### src/hw/rtl/sellspmv_pkg.sv
// Shared types, codes and arithmetic helpers for the sliced-ELL SpMV core.
`timescale 1ns / 1ps
package sellspmv_pkg;

    typedef enum logic [1:0] {
        OP_LOAD_VEC = 2'd0,
        OP_LOAD_OLD = 2'd1,
        OP_HEADER   = 2'd2,
        OP_ENTRY    = 2'd3
    } op_t;

    typedef enum logic [1:0] {
        EM_IDLE,
        EM_DRAIN,
        EM_READ,
        EM_WRITE
    } emit_state_t;

    // Per-item control from the chunk scheduler
    typedef struct packed {
        logic       entry;   // a matrix entry goes into the MAC pipeline
        logic [1:0] lane;    // lane of that entry
        logic       kill;    // header: drop in-flight entries, clear sums
        logic       start;   // chunk complete: emit its four rows
        logic [7:0] chunk;   // chunk number for the emit
    } sched_ctl_t;

    function automatic logic signed [63:0] sat_add64(input logic signed [63:0] a,
                                                     input logic signed [63:0] b);
        logic signed [64:0] s;
        s = {a[63], a} + {b[63], b};
        if (s[64] != s[63])
            return s[64] ? {1'b1, 63'd0} : {1'b0, {63{1'b1}}};
        return s[63:0];
    endfunction

    // Remainder of a 10-bit value by an elaboration-time constant:
    // restoring compare-subtract, only the steps that can fire are kept.
    function automatic logic [9:0] mod_const(input logic [9:0] value, input int depth);
        int r;
        r = int'(value);
        for (int k = 9; k >= 0; k--) begin
            if (((depth << k) <= 1023) && (r >= (depth << k)))
                r = r - (depth << k);
        end
        return r[9:0];
    endfunction

endpackage

### src/hw/rtl/sellspmv_sched.sv
// Chunk scheduler: header bookkeeping and lane decode of matrix entries.
`timescale 1ns / 1ps
module sellspmv_sched #(
    parameter int MAX_ROW_LENGTH = 255
) (
    input  logic                    aclk,
    input  logic                    aresetn,
    input  logic                    accept,
    input  sellspmv_pkg::op_t       op,
    input  logic [9:0]              index,
    input  logic [7:0]              chunk_min,
    input  logic [3:0][7:0]         row_len,
    output sellspmv_pkg::sched_ctl_t ctl
);
    import sellspmv_pkg::*;

    localparam int MaxLen = (MAX_ROW_LENGTH > 255) ? 255 : MAX_ROW_LENGTH;
    localparam logic [7:0] MaxLen8 = 8'(MaxLen);

    logic [3:0][7:0] len_reg, len_next;
    logic [7:0]      common_reg, common_next;
    logic [9:0]      total_reg, total_next;
    logic [9:0]      seen_reg, seen_next;
    logic [1:0]      rem_lane_reg, rem_lane_next;
    logic [7:0]      rem_pos_reg, rem_pos_next;
    logic [7:0]      chunk_reg, chunk_next;
    logic            open_reg, open_next;

    logic [3:0][7:0] hdr_len;
    logic [7:0]      hdr_min, hdr_short01, hdr_short23, hdr_shortest;
    logic [9:0]      hdr_total;

    always_comb begin
        for (int i = 0; i < 4; i++)
            hdr_len[i] = (row_len[i] > MaxLen8) ? MaxLen8 : row_len[i];
        hdr_min      = (chunk_min > MaxLen8) ? MaxLen8 : chunk_min;
        hdr_short01  = (hdr_len[1] < hdr_len[0]) ? hdr_len[1] : hdr_len[0];
        hdr_short23  = (hdr_len[3] < hdr_len[2]) ? hdr_len[3] : hdr_len[2];
        hdr_shortest = (hdr_short23 < hdr_short01) ? hdr_short23 : hdr_short01;
        hdr_total    = ({2'b00, hdr_len[0]} + {2'b00, hdr_len[1]})
                     + ({2'b00, hdr_len[2]} + {2'b00, hdr_len[3]});
    end

    always_comb begin
        logic [1:0] l;
        logic [7:0] p;
        len_next      = len_reg;
        common_next   = common_reg;
        total_next    = total_reg;
        seen_next     = seen_reg;
        rem_lane_next = rem_lane_reg;
        rem_pos_next  = rem_pos_reg;
        chunk_next    = chunk_reg;
        open_next     = open_reg;
        ctl           = '0;
        ctl.chunk     = chunk_reg;
        l             = rem_lane_reg;
        p             = rem_pos_reg;
        // skip past rows whose remainder is used up
        for (int i = 0; i < 3; i++) begin
            if ((l != 2'd3) && (p >= (len_reg[l] - common_reg))) begin
                l = l + 2'd1;
                p = '0;
            end
        end
        if (accept) begin
            unique case (op)
                OP_HEADER: begin
                    len_next      = hdr_len;
                    common_next   = (hdr_min > hdr_shortest) ? hdr_shortest : hdr_min;
                    total_next    = hdr_total;
                    seen_next     = '0;
                    rem_lane_next = '0;
                    rem_pos_next  = '0;
                    chunk_next    = index[7:0];
                    ctl.kill      = 1'b1;
                    ctl.chunk     = index[7:0];
                    if (hdr_total == '0) begin
                        ctl.start = 1'b1;
                        open_next = 1'b0;
                    end else begin
                        open_next = 1'b1;
                    end
                end
                OP_ENTRY: begin
                    if (open_reg) begin
                        ctl.entry = 1'b1;
                        if (seen_reg < {common_reg, 2'b00}) begin
                            ctl.lane = seen_reg[1:0];
                        end else begin
                            ctl.lane      = l;
                            rem_lane_next = l;
                            rem_pos_next  = p + 8'd1;
                        end
                        seen_next = seen_reg + 10'd1;
                        if (seen_next >= total_reg) begin
                            ctl.start = 1'b1;
                            open_next = 1'b0;
                        end
                    end
                end
                OP_LOAD_VEC, OP_LOAD_OLD: begin
                end
                default: begin
                end
            endcase
        end
    end

    always_ff @(posedge aclk) begin
        if (!aresetn) begin
            len_reg      <= '0;
            common_reg   <= '0;
            total_reg    <= '0;
            seen_reg     <= '0;
            rem_lane_reg <= '0;
            rem_pos_reg  <= '0;
            chunk_reg    <= '0;
            open_reg     <= 1'b0;
        end else begin
            len_reg      <= len_next;
            common_reg   <= common_next;
            total_reg    <= total_next;
            seen_reg     <= seen_next;
            rem_lane_reg <= rem_lane_next;
            rem_pos_reg  <= rem_pos_next;
            chunk_reg    <= chunk_next;
            open_reg     <= open_next;
        end
    end

endmodule

### config.mk
export PLATFORM = sky130hd
export DESIGN_NAME = sellspmv_sched
export DESIGN_NICKNAME = d
export VERILOG_FILES = /design/src/hw/rtl/sellspmv_pkg.sv /design/src/hw/rtl/sellspmv_sched.sv
export SDC_FILE = /design/constraint.sdc
export NUM_CORES = 1
export LEC_CHECK = 0
export BUFFER_PORTS_ARGS = -buffer_cell sky130_fd_sc_hd__buf_4
export CORE_UTILIZATION = 62
export DETAILED_ROUTE_END_ITERATION = 10
export GPL_TIMING_DRIVEN = 0
export MAX_ROUTING_LAYER = met4
export PLACE_DENSITY_LB_ADDON = 0.1
export SYNTH_ARGS = -nofsm -noshare
export SYNTH_HDL_FRONTEND = slang
export SYNTH_SLANG_ARGS = --single-unit
### constraint.sdc
create_clock -name aclk -period 11.79 [get_ports aclk]
set_input_delay 0.5895 -clock aclk [delete_from_list [all_inputs] [get_ports aclk]]
set_output_delay 0.5895 -clock aclk [all_outputs]
set_load 0.05 [all_outputs]
Word level (Yosys, flattened, before mapping)
Cells that the tools add are included.
- input port bits: 55
- logic and storage cells: 98
- register bits after elaboration: 79
- multiplexer cells: 43
- order comparisons: 17
- reduce and logical (&&, ||, !) cells: 9
- add/subtract/negate cells: 11
- eq/ne operators: 7
- operators with widths (kind ; number):
    8-bit 2-to-1 mux ; 18
    8-bit binary-select mux with 2-bit select ; 3
    8-bit > comparator (second input constant) ; 5
    8-bit >= comparator ; 3
    8-bit < comparator ; 3
    8-bit subtractor ; 3
    10-bit case mux with 2 select lines ; 1
    8-bit by 8-bit adder with 9-bit output ; 2
    8-bit case mux with 2 select lines ; 1
    13-bit 2-to-1 mux ; 1
    2-bit 2-to-1 mux ; 6
    10-bit by 1-bit adder with 10-bit output (second input constant) ; 1
    9-bit by 9-bit adder with 10-bit output ; 1
    10-bit >= comparator ; 1
    10-bit zero test ; 1
    10-bit < comparator ; 1
    10-bit 2-to-1 mux ; 1
    2-bit != test (second input constant) ; 5
    2-bit by 3-bit < comparator with 1-bit output (second input constant) ; 3
    8-bit by 1-bit adder with 8-bit output (second input constant) ; 1
    8-bit > comparator ; 1
    1-bit 2-to-1 mux ; 7
    2-bit by 1-bit adder with 2-bit output (second input constant) ; 3
    3-bit 2-to-1 mux ; 2
    8 further kinds ; 13

Longest topological paths before layout
- depth after elaboration: 22
- gate-level depth with buffers: 54

Worst setup path after synthesis
OpenSTA, ideal clock, no wires.
- path kind: reg2out
- start: reg rem_lane_reg[0]
- end: out ctl[11] in the netlist's numbering
- arrival: 10.641 ns
- setup slack: 0.559 ns
- stages on the path, launching flop included: 46
- path through: dfxtp_1 -> buf_2 -> mux4_2 -> ha_1 -> a21o_1 -> a21o_1 -> a21oi_1 -> o21bai_1 -> a21o_1 -> a21oi_1 -> xnor2_1 -> ha_1 -> a21oi_1 -> o22ai_1 -> a21oi_1 -> buf_2 -> mux2i_4 -> mux4_2 -> [10 not listed] -> o22a_1 -> mux2i_4 -> buf_6 -> mux4_2 -> ha_1 -> nor2b_1 -> o21ai_0 -> nand2b_1 -> a21o_1 -> a21oi_1 -> xor2_1 -> ha_1 -> o2111ai_1 -> a21oi_1 -> o41ai_2 -> mux2i_1 -> mux2i_1 -> nor2_1
- RTL lines (element ; line ; source):
    start, declared ; sellspmv_sched.sv:24 ; logic [1:0] rem_lane_reg, rem_lane_next;
    start signal, assigned ; sellspmv_sched.sv:125 ; rem_lane_reg <= rem_lane_next;
    end, declared ; sellspmv_sched.sv:13 ; output sellspmv_pkg::sched_ctl_t ctl

==> impl_summary.md <==
Outcome
The run finished with clean final reports.

Timing
Subtracting the final worst setup slack from the clock period gives 11.59 ns. The total count of hold-check failures in the final report is 0. The post-route clock skew is 0.0141 ns. The upper clock frequency limit is 0.0863 GHz. The slew at the pin closest to its max-slew limit is 0.887 ns. The worst pin sits at a relative slew slack of 0.409.

The max-slew violation count is 0. The worst-case hold slack is 0.469 ns. Adding up every negative setup slack in the final design gives 0 ns. The portion of the clock cycle consumed by the worst path in the final layout is 0.983. The number of setup violations in the final report is 0.

Placed design
Once detailed placement completed, the half-perimeter wirelength came to 16500 µm. At the end of routability-driven placement, the weighted congestion stood at 0.944. After detailed placement, the design holds a cell count of 1078. Port buffering added 64 buffers.

Global routing
The global routing stage identified its most utilized layer as met2. The global-route met1 utilization is 0.404. Entering global routing, the biggest net connects 16 pins. For this run, global-route usage on met2 was measured as 0.581. The total grt overflow is 0. The first-pass GRT wire length is 33000 µm. The number of antenna violations at the first check in global routing is 0. For this run, the total global-route usage over all layers was measured as 0.342.

The number of global-route vias before repair was 6854. For this run, global-route usage on met3 was measured as 0.0375.

Cells and area
The signed area change from the synthesized netlist to the final layout is 15.6%. The count of inserted antenna diode cells is 0. The number of fillers in the final layout is 922. The number of flip-flops under the largest register name is 32. The library cell used most frequently in the layout, excluding fill and tap cells, is sky130_fd_sc_hd__nand2_1. In the final design database the tool counted 1135 nets.

The finished layout holds 1107 standard cells, fillers aside. Leaving out fill and tap cells, the most frequent cells in the layout are 130 x sky130_fd_sc_hd__nand2_1, 106 x sky130_fd_sc_hd__ha_1, 78 x sky130_fd_sc_hd__dfxtp_1. Of the cells placed in the final design, the portion with a size suffix greater than 1 is 0.178.

Worst hold path
The min-delay analysis places its worst path in the category flip-flop to flip-flop. The worst hold path was traced through 2 stages.

CTS
The clock edge transition at the registers on the reported setup and hold paths is 0.07 ns. The number of buffers created by CTS is 9. In this run, post-CTS hold repair placed 0 buffers. The H-tree generated during clock tree synthesis spans 3 levels. The clock passes through at most 2 buffers.

Clock latency on the worst-skew pair, taken at its later pin, is 0.35 ns. The clock sink count is 79. Clock tree synthesis selected as its root buffer the cell sky130_fd_sc_hd__clkbuf_16.

The clock tree from TritonCTS is yes.

Synthesis
The most used flip-flop cell after synthesis is sky130_fd_sc_hd__dfxtp_1. The sequential-to-total area share from yosys stat is 0.207. Counting flops and latches in the post-synthesis netlist gives 79.

Synthesis instantiated 67 different standard cells from the library. Synthesis produced 867 cells. During synthesis, Yosys emitted a total of 0 warnings. Summing every instance area after synthesis gives 7640 µm². The average instance in the mapped netlist occupies 8.81 µm². The proportion of synthesized flip-flops having asynchronous set or reset is 0. The count of flip-flops with a built-in enable after synthesis is 0. When the netlist entered floorplanning its net count stood at 1047.

Worst setup path
The type of destination of the critical path is an output pin. The required arrival time at the worst endpoint is 11.20 ns. The number of cells on the worst reg-to-reg path is 51. The critical path start-end classification is flip-flop to output pin. The worst setup path endpoint is ctl[11]. The startpoint identified for the worst register-to-register timing path is rem_lane_reg[0]$_SDFFE_PN0P_. By instance count, the cell type seen most on the critical path is sky130_fd_sc_hd__ha_1. The data arrival time of the worst path is 11.00 ns.

The maximum cell stage delay along the critical path is 0.52 ns. The register-to-register setup slack is 0.51 ns. In this run the worst path has a maximum fanout of 10. The slowest stage of the critical path is the sky130_fd_sc_hd__mux4_2 cell.

The terminus of the critical flop-to-flop path is rem_pos_reg[6]$_SDFFE_PN0P_. The type of origin of the critical path is a flip-flop. The launch point of the critical path is rem_lane_reg[0]$_SDFFE_PN0P_.

Floorplan
The effective utilization at floorplan is 0.636. The area of the die is 12800 µm². Measured along the x axis, the die boundary spans 113 µm. The count of pins on the block boundary is 68. The core region is 12000 µm². The height of the die is 113 µm. The cell row count is 40.

Detailed routing
The total routed wirelength is 20800 µm. The vias after detailed routing is 6834. Dividing the detail-routed wire length by the instance count gives 18.8 µm. After detailed routing, the number of remaining DRC violations is 0. The detailed router finished its first iteration with 310 violations. The count of nets left with antenna violations once routing finished came out at 0. In the routed layout, each cell is associated on average with a via count of 6.17. The first-pass detailed-route iteration total is 5.

Flow run
Max-cap violations in this run came to 0.

Pwr
The power density normalized to cell area is 114 nW/µm². The largest voltage drop on the vdd net is 0.0644 mV. Summed over all cells, the static leakage comes to 3.98 nW. The design draws 1.00 mW.
[logic make-up (layout without fill, tap and decap cells)]
group | after synthesis | count (layout) | share of synthesized area
multiplexers | 62 | 62 | 0.127
flip-flops | 79 | 79 | 0.207
buffers and inverters | 106 | 199 | 0.0537
AO/OA/AOI/OAI | 201 | 201 | 0.186
XOR/XNOR | 35 | 35 | 0.0421
AND/OR/NAND/NOR | 259 | 259 | 0.162
adder cells (fa/ha/maj) | 125 | 125 | 0.223
[worst min path at each step]
stage | slack [ns] | startpoint | end
2_1_floorplan | 0.44 | total_reg[1]$_SDFFE_PN0P_ | total_reg[1]$_SDFFE_PN0P_
3_3_place_gp | 0.46 | total_reg[3]$_SDFFE_PN0P_ | total_reg[3]$_SDFFE_PN0P_
3_5_place_dp | 0.46 | total_reg[6]$_SDFFE_PN0P_ | total_reg[6]$_SDFFE_PN0P_
4_1_cts | 0.47 | total_reg[6]$_SDFFE_PN0P_ | total_reg[6]$_SDFFE_PN0P_
5_1_grt | 0.50 | total_reg[3]$_SDFFE_PN0P_ | total_reg[3]$_SDFFE_PN0P_
6_report | 0.47 | total_reg[1]$_SDFFE_PN0P_ | total_reg[1]$_SDFFE_PN0P_
[cell usage after synthesis (3+ instances only)]
cell | count | area share
sky130_fd_sc_hd__mux4_2 | 22 | 0.065
sky130_fd_sc_hd__xor2_1 | 11 | 0.013
sky130_fd_sc_hd__and3_1 | 15 | 0.012
sky130_fd_sc_hd__o21ai_1 | 3 | 0.0020
sky130_fd_sc_hd__o211ai_1 | 5 | 0.0049
sky130_fd_sc_hd__a21boi_0 | 41 | 0.040
sky130_fd_sc_hd__a211o_1 | 3 | 0.0034
sky130_fd_sc_hd__o21a_1 | 7 | 0.0069
sky130_fd_sc_hd__mux2i_1 | 23 | 0.030
sky130_fd_sc_hd__a22o_1 | 4 | 0.0046
sky130_fd_sc_hd__mux2_2 | 7 | 0.010
sky130_fd_sc_hd__or2_2 | 4 | 0.0033
sky130_fd_sc_hd__nor2b_1 | 21 | 0.017
sky130_fd_sc_hd__dfxtp_1 | 79 | 0.21
sky130_fd_sc_hd__clkbuf_1 | 26 | 0.013
sky130_fd_sc_hd__fa_1 | 19 | 0.050
sky130_fd_sc_hd__nand4_1 | 6 | 0.0049
sky130_fd_sc_hd__o21ai_0 | 40 | 0.026
sky130_fd_sc_hd__o211a_1 | 4 | 0.0052
sky130_fd_sc_hd__inv_1 | 74 | 0.036
sky130_fd_sc_hd__and2_1 | 29 | 0.024
sky130_fd_sc_hd__o21bai_1 | 4 | 0.0039
sky130_fd_sc_hd__a21oi_2 | 7 | 0.0080
sky130_fd_sc_hd__mux2_4 | 7 | 0.014
sky130_fd_sc_hd__a21oi_1 | 39 | 0.026
sky130_fd_sc_hd__nand2b_1 | 10 | 0.0082
sky130_fd_sc_hd__a21o_1 | 14 | 0.014
sky130_fd_sc_hd__ha_1 | 106 | 0.17
sky130_fd_sc_hd__nand2_1 | 130 | 0.064
sky130_fd_sc_hd__a22oi_1 | 5 | 0.0049
sky130_fd_sc_hd__nor2_1 | 19 | 0.0093
sky130_fd_sc_hd__nor3_1 | 4 | 0.0026
sky130_fd_sc_hd__xnor2_1 | 22 | 0.025
sky130_fd_sc_hd__nand3_1 | 13 | 0.0085
sky130_fd_sc_hd__o31ai_1 | 3 | 0.0029
[through the flow]
stage / instance area [µm²] / utilization / setup WS, ns
global placement: 8310 / 0.691 / -0.520
CTS: 8710 / 0.725 / 0.0405
detailed placement: 8310 / 0.691 / -0.774
floorplan: 7640 / - / 0.559
global route: 8840 / 0.736 / -0.265
finish: 8840 / 0.736 / 0.205
[critical path: cells and delay by family, from the launching register on]
family / cells / cell delay [ns]
mux: 7 / 2.59
simple gates: 7 / 0.95
xor+xnor: 3 / 0.57
fa+ha+maj: 7 / 2.03
buf+inv: 7 / 0.99
compound gates: 16 / 3.13
flops: 1 / 0.36
[layout make-up]
cell class / instances / area (µm²) / share of cell area
Timing Repair Buffer: 77 / 594 / 0.0673
Clock buffer: 9 / 225 / 0.0255
Inverter: 77 / 292 / 0.0330
Multi-Input combinational cell: 682 / 5730 / 0.649
Clock inverter: 7 / 78.8 / 0.00892
Tap cell: 147 / 184 / 0.0208
Buffer: 29 / 145 / 0.0164
Sequential cell: 79 / 1580 / 0.179
[per-layer routing]
| metal | wire length, µm | vias up |
|---|---|---|
| li1 | - | 3227 |
| met2 | 10400 | 229 |
| met3 | 897 | 75 |
| met5 | 0 | - |
| met4 | 918 | 0 |
| met1 | 8600 | 3303 |
[report_power, final]
part | internal, mW | switching, mW | leakage, nW
Combinational | 0.191 | 0.238 | 3.19
Sequential | 0.276 | 0.00913 | 0.642
Clock | 0.167 | 0.123 | 0.144
[what timing repair did]
| item | CTS | global route |
|---|---|---|
| setup endpoints to repair | 12 | 5 |
| pin swaps | 2 | 4 |
| buffers inserted | 8 | 5 |
| resized for setup | 6 | 21 |
No activity file was read; power rests on OpenSTA's default activity.
